--- src/design/wta_pkg.sv ---
package wta_pkg;

	typedef enum logic [1:0] {
		OP_LOAD     = 2'd0,
		OP_TRAIN    = 2'd1,
		OP_CLASSIFY = 2'd2,
		OP_EPOCH    = 2'd3
	} op_t;

	typedef enum logic [4:0] {
		ST_IDLE  = 5'b00001,
		ST_SCAN  = 5'b00010,
		ST_MUL   = 5'b00100,
		ST_WRITE = 5'b01000,
		ST_FIN   = 5'b10000
	} state_t;

	localparam int CFG_IDX_W = 1;
	localparam logic [CFG_IDX_W-1:0] REG_INITIAL_RATE = 1'b0;
	localparam logic [CFG_IDX_W-1:0] REG_RATE_DECAY   = 1'b1;

	localparam logic [15:0] RATE_RESET  = 16'd6554;
	localparam logic [15:0] DECAY_RESET = 16'd62259;

	localparam int COORD_W = 16;
	localparam int SLOT_W  = 3;
	localparam int DIST_W  = 36;
	// Sum of two squares of 17-bit differences.
	localparam int SUM_W   = 33;

endpackage

--- src/design/winner_take_all_prototype_update_top.sv ---
// Nearest-prototype search and winner update over a prototype memory.
// Throughput: one item at a time; a new transfer is taken only back in the idle state,
// after the previous operation has handed its result to the output register.
// The scan reads one prototype a cycle and finds the winner through a two-stage pipeline.
// Reset (asynchronous, active low) clears the entry valid bits, so every prototype reads
// as zero, and loads the rate registers with their reset values.
module winner_take_all_prototype_update_top #(
	parameter int PROTOTYPES = 7
) (
	input  logic                                 clk,
	input  logic                                 arst_n,
	input  logic                                 cfg_we,
	input  logic [wta_pkg::CFG_IDX_W-1:0]        cfg_index,
	input  logic [15:0]                          cfg_data,
	input  logic                                 in_valid,
	output logic                                 in_ready,
	input  logic [1:0]                           op,
	input  logic signed [wta_pkg::COORD_W-1:0]   sample_x,
	input  logic signed [wta_pkg::COORD_W-1:0]   sample_y,
	input  logic [wta_pkg::SLOT_W-1:0]           slot,
	output logic                                 out_valid,
	input  logic                                 out_ready,
	output logic [wta_pkg::SLOT_W-1:0]           winner_index,
	output logic [wta_pkg::DIST_W-1:0]           winner_distance_sq
);

	localparam int AW = (PROTOTYPES > 1) ? $clog2(PROTOTYPES) : 1;
	localparam int CW = $clog2(PROTOTYPES + 1);
	localparam logic [AW-1:0] LAST_IDX = AW'(PROTOTYPES - 1);
	localparam logic [CW-1:0] NUM_PROTO = CW'(PROTOTYPES);

	wta_pkg::state_t state_q;
	wta_pkg::op_t    op_q;

	logic [15:0] decay_q, rate_q;
	logic signed [15:0] sx_q, sy_q;

	// Prototype memory: {x, y} per entry, registered read.
	logic [31:0] mem [PROTOTYPES];
	logic [PROTOTYPES-1:0] vld_q;

	logic          mem_we;
	logic [AW-1:0] mem_waddr;
	logic [31:0]   mem_wdata;

	logic [CW-1:0] cnt_q;
	logic          issue;

	logic          v_s1, rd_vld_s1;
	logic [AW-1:0] idx_s1;
	logic [31:0]   rd_data_s1;

	logic          v_s2;
	logic [AW-1:0] idx_s2;
	logic [31:0]   dx2_s2, dy2_s2;
	logic signed [15:0] px_s2, py_s2;

	logic [AW-1:0] best_idx_q;
	logic [wta_pkg::SUM_W-1:0] best_dist_q;
	logic signed [15:0] best_x_q, best_y_q;

	logic signed [33:0] prodx_q, prody_q;

	logic [wta_pkg::SLOT_W-1:0] win_idx_q;
	logic [wta_pkg::DIST_W-1:0] win_dist_q;
	logic out_valid_q;

	logic in_xfer, out_free, load_ok, last_cmp;
	logic signed [15:0] rd_x, rd_y;
	logic signed [16:0] dx_s1, dy_s1, ux, uy;
	logic signed [33:0] sqx, sqy;
	logic [wta_pkg::SUM_W-1:0] sum_s2;
	logic signed [16:0] rate_s;

	assign in_ready  = (state_q == wta_pkg::ST_IDLE);
	assign in_xfer   = in_valid && in_ready;
	assign out_free  = !out_valid_q || out_ready;
	assign load_ok   = (32'(slot) < 32'(PROTOTYPES));
	assign issue     = (state_q == wta_pkg::ST_SCAN) && (cnt_q < NUM_PROTO);
	assign last_cmp  = v_s2 && (idx_s2 == LAST_IDX);

	assign out_valid          = out_valid_q;
	assign winner_index       = win_idx_q;
	assign winner_distance_sq = win_dist_q;

	// Entries never written read as zero.
	assign rd_x  = rd_vld_s1 ? $signed(rd_data_s1[31:16]) : 16'sd0;
	assign rd_y  = rd_vld_s1 ? $signed(rd_data_s1[15:0])  : 16'sd0;
	assign dx_s1 = {sx_q[15], sx_q} - {rd_x[15], rd_x};
	assign dy_s1 = {sy_q[15], sy_q} - {rd_y[15], rd_y};
	assign sqx   = dx_s1 * dx_s1;
	assign sqy   = dy_s1 * dy_s1;
	assign sum_s2 = {1'b0, dx2_s2} + {1'b0, dy2_s2};

	assign rate_s = $signed({1'b0, rate_q});
	assign ux     = {sx_q[15], sx_q} - {best_x_q[15], best_x_q};
	assign uy     = {sy_q[15], sy_q} - {best_y_q[15], best_y_q};

	always_comb begin
		mem_we    = 1'b0;
		mem_waddr = best_idx_q;
		mem_wdata = {16'(best_x_q + prodx_q[31:16]), 16'(best_y_q + prody_q[31:16])};
		if (in_xfer && (wta_pkg::op_t'(op) == wta_pkg::OP_LOAD) && load_ok) begin
			mem_we    = 1'b1;
			mem_waddr = AW'(slot);
			mem_wdata = {sample_x, sample_y};
		end else if (state_q == wta_pkg::ST_WRITE) begin
			mem_we = 1'b1;
		end
	end

	always_ff @(posedge clk) begin
		if (mem_we) begin
			mem[mem_waddr] <= mem_wdata;
		end
		rd_data_s1 <= mem[cnt_q[AW-1:0]];
	end

	always_ff @(posedge clk or negedge arst_n) begin
		if (!arst_n) begin
			vld_q     <= '0;
			rd_vld_s1 <= 1'b0;
		end else begin
			if (mem_we) begin
				vld_q[mem_waddr] <= 1'b1;
			end
			rd_vld_s1 <= vld_q[cnt_q[AW-1:0]];
		end
	end

	// Scan pipeline: s1 holds the read data, s2 the two squares.
	always_ff @(posedge clk or negedge arst_n) begin
		if (!arst_n) begin
			v_s1 <= 1'b0;
			v_s2 <= 1'b0;
		end else begin
			v_s1 <= issue;
			v_s2 <= v_s1;
		end
	end

	always_ff @(posedge clk) begin
		idx_s1 <= cnt_q[AW-1:0];
		idx_s2 <= idx_s1;
		dx2_s2 <= sqx[31:0];
		dy2_s2 <= sqy[31:0];
		px_s2  <= rd_x;
		py_s2  <= rd_y;
		prodx_q <= rate_s * ux;
		prody_q <= rate_s * uy;
	end

	always_ff @(posedge clk or negedge arst_n) begin
		if (!arst_n) begin
			state_q     <= wta_pkg::ST_IDLE;
			op_q        <= wta_pkg::OP_LOAD;
			cnt_q       <= '0;
			sx_q        <= '0;
			sy_q        <= '0;
			best_idx_q  <= '0;
			best_dist_q <= '0;
			best_x_q    <= '0;
			best_y_q    <= '0;
			out_valid_q <= 1'b0;
			win_idx_q   <= '0;
			win_dist_q  <= '0;
			decay_q     <= wta_pkg::DECAY_RESET;
			rate_q      <= wta_pkg::RATE_RESET;
		end else begin
			// In the finishing state the result register is handled below.
			if (out_valid_q && out_ready && (state_q != wta_pkg::ST_FIN)) begin
				out_valid_q <= 1'b0;
			end
			if (issue) begin
				cnt_q <= cnt_q + 1'b1;
			end
			// Lowest index wins ties: only a strictly smaller distance replaces the best.
			if (v_s2 && ((idx_s2 == '0) || (sum_s2 < best_dist_q))) begin
				best_idx_q  <= idx_s2;
				best_dist_q <= sum_s2;
				best_x_q    <= px_s2;
				best_y_q    <= py_s2;
			end

			case (state_q)
				wta_pkg::ST_IDLE: begin
					if (in_xfer) begin
						op_q        <= wta_pkg::op_t'(op);
						sx_q        <= sample_x;
						sy_q        <= sample_y;
						cnt_q       <= '0;
						best_idx_q  <= '0;
						best_dist_q <= '0;
						case (wta_pkg::op_t'(op))
							wta_pkg::OP_TRAIN, wta_pkg::OP_CLASSIFY: begin
								state_q <= wta_pkg::ST_SCAN;
							end
							wta_pkg::OP_EPOCH: begin
								rate_q  <= 16'((32'(rate_q) * 32'(decay_q)) >> 16);
								state_q <= wta_pkg::ST_FIN;
							end
							default: begin
								state_q <= wta_pkg::ST_FIN;
							end
						endcase
					end
				end
				wta_pkg::ST_SCAN: begin
					if (last_cmp) begin
						state_q <= (op_q == wta_pkg::OP_TRAIN) ? wta_pkg::ST_MUL
							: wta_pkg::ST_FIN;
					end
				end
				wta_pkg::ST_MUL: begin
					state_q <= wta_pkg::ST_WRITE;
				end
				wta_pkg::ST_WRITE: begin
					state_q <= wta_pkg::ST_FIN;
				end
				wta_pkg::ST_FIN: begin
					if (out_free) begin
						out_valid_q <= 1'b1;
						win_idx_q   <= wta_pkg::SLOT_W'(best_idx_q);
						win_dist_q  <= wta_pkg::DIST_W'(best_dist_q);
						state_q     <= wta_pkg::ST_IDLE;
					end
				end
				default: begin
					state_q <= wta_pkg::ST_IDLE;
				end
			endcase

			if (cfg_we) begin
				case (cfg_index)
					wta_pkg::REG_INITIAL_RATE: begin
						rate_q <= cfg_data;
					end
					wta_pkg::REG_RATE_DECAY: begin
						decay_q <= cfg_data;
					end
					default: begin
					end
				endcase
			end
		end
	end

	// A result only leaves the finishing state.
	a_out_from_fin: assert property (@(posedge clk) disable iff (!arst_n)
		$rose(out_valid_q) |-> $past(state_q == wta_pkg::ST_FIN))
		else $error("result raised outside the finishing state");

	// The winner is written back only for a training transfer.
	a_write_train: assert property (@(posedge clk) disable iff (!arst_n)
		(state_q == wta_pkg::ST_WRITE) |-> (op_q == wta_pkg::OP_TRAIN))
		else $error("prototype write-back for an operation other than train");

	// Compare results only arrive while the scan is running.
	a_cmp_in_scan: assert property (@(posedge clk) disable iff (!arst_n)
		v_s2 |-> (state_q == wta_pkg::ST_SCAN))
		else $error("scan pipeline active outside the scan");

	// The winning index always names a real prototype.
	a_best_range: assert property (@(posedge clk) disable iff (!arst_n)
		(state_q == wta_pkg::ST_FIN) |-> (best_idx_q <= LAST_IDX))
		else $error("winner index beyond the prototype table");

	// The scan never issues more reads than there are prototypes.
	a_cnt_bound: assert property (@(posedge clk) disable iff (!arst_n)
		cnt_q <= NUM_PROTO)
		else $error("scan counter overran the prototype table");

endmodule
--- config.mk ---
export PLATFORM = sky130hd
export DESIGN_NAME = winner_take_all_prototype_update_top
export DESIGN_NICKNAME = d
export VERILOG_FILES = /design/src/design/wta_pkg.sv /design/src/design/winner_take_all_prototype_update_top.sv
export SDC_FILE = /design/constraint.sdc
export NUM_CORES = 2
export LEC_CHECK = 0
export CORE_MARGIN = 8
export CORE_UTILIZATION = 62
export CTS_BUF_LIST = sky130_fd_sc_hd__clkbuf_2 sky130_fd_sc_hd__clkbuf_4 sky130_fd_sc_hd__clkbuf_8
export DETAILED_ROUTE_END_ITERATION = 8
export DONT_BUFFER_PORTS = 1
export GPL_TIMING_DRIVEN = 0
export PLACE_DENSITY = 0.82
export SYNTH_ARGS = -nofsm -noshare
export SYNTH_HDL_FRONTEND = slang
export SYNTH_SLANG_ARGS = --single-unit
--- constraint.sdc ---
create_clock -name clk -period 11.38 [get_ports clk]
set_clock_uncertainty 0.05 [all_clocks]
set_input_delay 0.569 -clock clk [delete_from_list [all_inputs] [get_ports clk]]
set_output_delay 0.569 -clock clk [all_outputs]
set_load 0.01 [all_outputs]
==> impl_metrics.csv <==
group,metric,value,unit
worst_setup_path,worstSetupPathType,"flip-flop to flip-flop",
timing,maxSlewViolCount,0,
drt,dr.first_iter.drc_count,5734,
worst_setup_path,rr_startpoint,"rd_vld_s1",
die,coreArea,114000,um2
timing,worstMarginPinSlew,1.38,ns
drt,drt_pass1_iterations,6,
worst_setup_path,critPathMostFrequentCell,"fa_1",
logic_synthesis,yosys.area.top_type_share,31.8,%
finish,final_layout_size_suffix_gt1_share,5.34,%
timing,min_period,11.03,ns
worst_setup_path,cp-end-kind,"flip-flop",
timing,maxSlewHeadroom,8.13,%
global_routing,grt_overflow_total,0,
logic_synthesis,synthFlopType,"edfxtp_1",
drt,drt_wl_total,209000,um
placed_design,hpwl,166000,um
logic_synthesis,synthArstFlopShare,32.8,%
timing,post-route-period-util,96.9,%
logic_synthesis,synth_edf_count,224,
finish,syn_to_final_growth,6.98,%
worst_setup_path,rrSetupSlack,0.35,ns
worst_setup_path,regToRegEndpoint,"dy2_s2[31]",
finish,nets,9392,
finish,final_cell_area,76100,um2
logic_synthesis,netlist_top_cells_area,"fa_1, ha_1, edfxtp_1, inv_1, dfrtp_1",
drt,drc,0,
drt,vias,54900,
clocking,post-cts-setup-buffer-count,0,
logic_synthesis,avgSynthCellArea,9.61,um2
clocking,clock_sinks,577,
timing,finalHoldViolations,0,
drt,ant_nets,0,
worst_setup_path,cp_top_family,"adder cells",
placed_design,port_buffers,0,
logic_synthesis,yosysMostFrequentCell,"inv_1",
logic_synthesis,syn_area,71100,um2
outcome,outcome,"completed",
worst_setup_path,rr_worst_depth,32,
logic_synthesis,yosysSeqAreaShare,20.8,%
die,initial_core_util,62.4,%
worst_setup_path,crit_fanout,10,
clocking,insertion_delay,0.76,ns
logic_synthesis,synth_seq_cells,577,
drt,via_per_inst,5.98,
global_routing,grt_pass1_vias,58000,
die,rows,124,
worst_setup_path,critPathSlowestCell,"nor2b_1",
worst_setup_path,worstPathArrival,11.53,ns
clocking,cts_buffers,94,
global_routing,grt.total_usage,33.3,%
logic_synthesis,synth_cell_type_count,96,
clocking,htreeDepth,3,
timing,finalSetupViolations,0,
drt,drt-wirelength-per-cell,22.8,um
logic_synthesis,ys_top_cells_by_count,"inv_1, fa_1, nand2_1",
logic_synthesis,synthCells,7399,
clocking,clock_path_buffers,3,
worst_setup_path,required,11.88,ns
global_routing,grt_max_degree,190,
die,die_w,355,um
hold_path,hp-class,"input pin to flip-flop",
clocking,clk_pin_slew,0.07,ns
logic_synthesis,ys_warn_count,0,
timing,fmax,0.0907,GHz
logic_synthesis,synth_area_leader_cell,"fa_1",
worst_setup_path,critPathLaunchType,"flip-flop",
clocking,cts_tree,"built",
worst_setup_path,slowest_delay,0.61,ns
clocking,cts_root_buf,"clkbuf_8",
global_routing,antenna_found_initial,27,
worst_setup_path,worst-path-buf-inv,7,
hold_path,whs_path_depth,3,
flow_run,max-cap-violations,0,
die,fp.dieH,355,um
hold_path,hold-path-endpoint,"rate_q[8]",
placed_design,placed_cell_area,73300,um2
die,dieArea,126000,um2
global_routing,grt_pass1_wl,325000,um
placed_design,routabilityCongestion,1.00,
hold_path,hp-start,"cfg_we",
die,io_pins,100,
per-layer routing:
layer	global-route usage, %	vias up	part of all wire (%)
met5	0	-	0.028
met4	19.7	8	7.2
met3	7.88	921	11
met2	53.6	3330	46
met1	41.1	27100	36
li1	-	23500	-
worst reg2reg max path: cells and delay by family (launching register included):
kind / cells / cell delay (ns)
AOI/OAI and AO/OA: 12 / 3.23
xor gates and xnor gates: 1 / 0.53
adders and majority gates: 8 / 3.77
buffers and inverters: 7 / 1.44
DFF: 1 / 0.54
and+or+nand+nor: 4 / 1.28
final cells by class:
class | count | area, um2
fillers | 8580 | 37900
inverters | 1534 | 5760
multi-input cells | 4977 | 49500
well taps | 1512 | 1890
clock inverters | 30 | 393
clock buffers | 148 | 1810
flip-flops and latches | 577 | 14800
repair buffers | 62 | 703
diodes | 27 | 67.6
plain buffers | 313 | 1200
placed cells by master, fill, tap and decap left out, types with 36 or more instances in the layout:
| cell | netlist | final |
|---|---|---|
| fa_1 | 1129 | 1129 |
| a21o_1 | 71 | 71 |
| and2_1 | 280 | 280 |
| clkbuf_8 | 0 | 112 |
| nand3_1 | 87 | 87 |
| edfxtp_1 | 224 | 224 |
| clkbuf_4 | 0 | 36 |
| xor2_1 | 59 | 57 |
| o21ai_0 | 187 | 187 |
| and3_1 | 50 | 50 |
| a21oi_1 | 209 | 209 |
| nor2_1 | 329 | 323 |
| xnor2_1 | 149 | 148 |
| o21a_1 | 44 | 44 |
| inv_1 | 1525 | 1525 |
| dlygate4sd3_1 | 0 | 51 |
| mux2i_1 | 57 | 56 |
| ha_1 | 645 | 645 |
| dfrtp_1 | 171 | 171 |
| nand2_1 | 938 | 938 |
| o211ai_1 | 45 | 45 |
| mux2_2 | 85 | 85 |
| dfxtp_1 | 164 | 164 |
| nor3_1 | 67 | 66 |
| nor2b_1 | 85 | 85 |
| clkbuf_1 | 282 | 282 |
through the flow:
| step | util [%] | cells | hold WS, ns | TNS [ns] | setup slack [ns] |
|---|---|---|---|---|---|
| finish | 66.7 | 9180 | 0.125 | 0 | 0.349 |
| global route | 66.7 | 9164 | 0.137 | -0.0363 | -0.0363 |
| CTS | 66.6 | 9153 | 0.0644 | 0 | 0.399 |
| detailed placement | 64.2 | 8923 | 0.252 | 0 | 0.462 |
| global placement | 64.0 | 8913 | 0.251 | 0 | 0.614 |
| floorplan | - | 7401 | 0.223 | 0 | 3.00 |
state kept, by name, summed over array words and instances, names as in the netlist, 5 cells and up:
| signal | flops |
|---|---|
| mem | 224 |
| best_dist_q | 33 |
| winner_distance_sq | 33 |
| rd_data_s1 | 32 |
| dx2_s2 | 31 |
| dy2_s2 | 31 |
| best_x_q | 16 |
| best_y_q | 16 |
| decay_q | 16 |
| prodx_q | 16 |
| prody_q | 16 |
| px_s2 | 16 |
| py_s2 | 16 |
| rate_q | 16 |
| sx_q | 16 |
| sy_q | 16 |
| vld_q | 7 |
| state_q | 5 |
kinds of logic (layout without fill, tap and decap cells):
kind of cell               count (synthesis)  after routing  share of synthesized area [%]
DFF                                      577            577                           20.8
xor gates and xnor gates                 212            212                           2.67
buffers and inverters                   1847           2087                           9.78
other                                      1             30                        0.00527
AOI/OAI and AO/OA                        810            810                           7.48
and+or+nand+nor                         2003           2003                           13.0
muxes                                    175            175                           3.19
adders and majority gates               1774           1774                           43.1
repair_timing:
item,in CTS,in global routing
gates resized for setup,0,6
endpoints found under the setup margin,0,4
hold buffers,52,0
endpoints found under the hold margin,255,0
how the worst max path moves through the flow:
stage                         start          to  slack, ns  cells after the start
after global placement    rd_vld_s1  dy2_s2[30]       0.61                     32
after CTS                 rd_vld_s1  dy2_s2[31]       0.40                     31
after floorplan           rd_vld_s1  dy2_s2[31]       3.00                     33
after detailed placement  rd_vld_s1  dy2_s2[31]       0.46                     31
after global routing      rd_vld_s1  dy2_s2[31]      -0.04                     32
final                     rd_vld_s1  dy2_s2[31]       0.35                     32
Power is not shown: default switching activity piles up to over one toggle a cycle in this logic, so the estimate is an artifact.
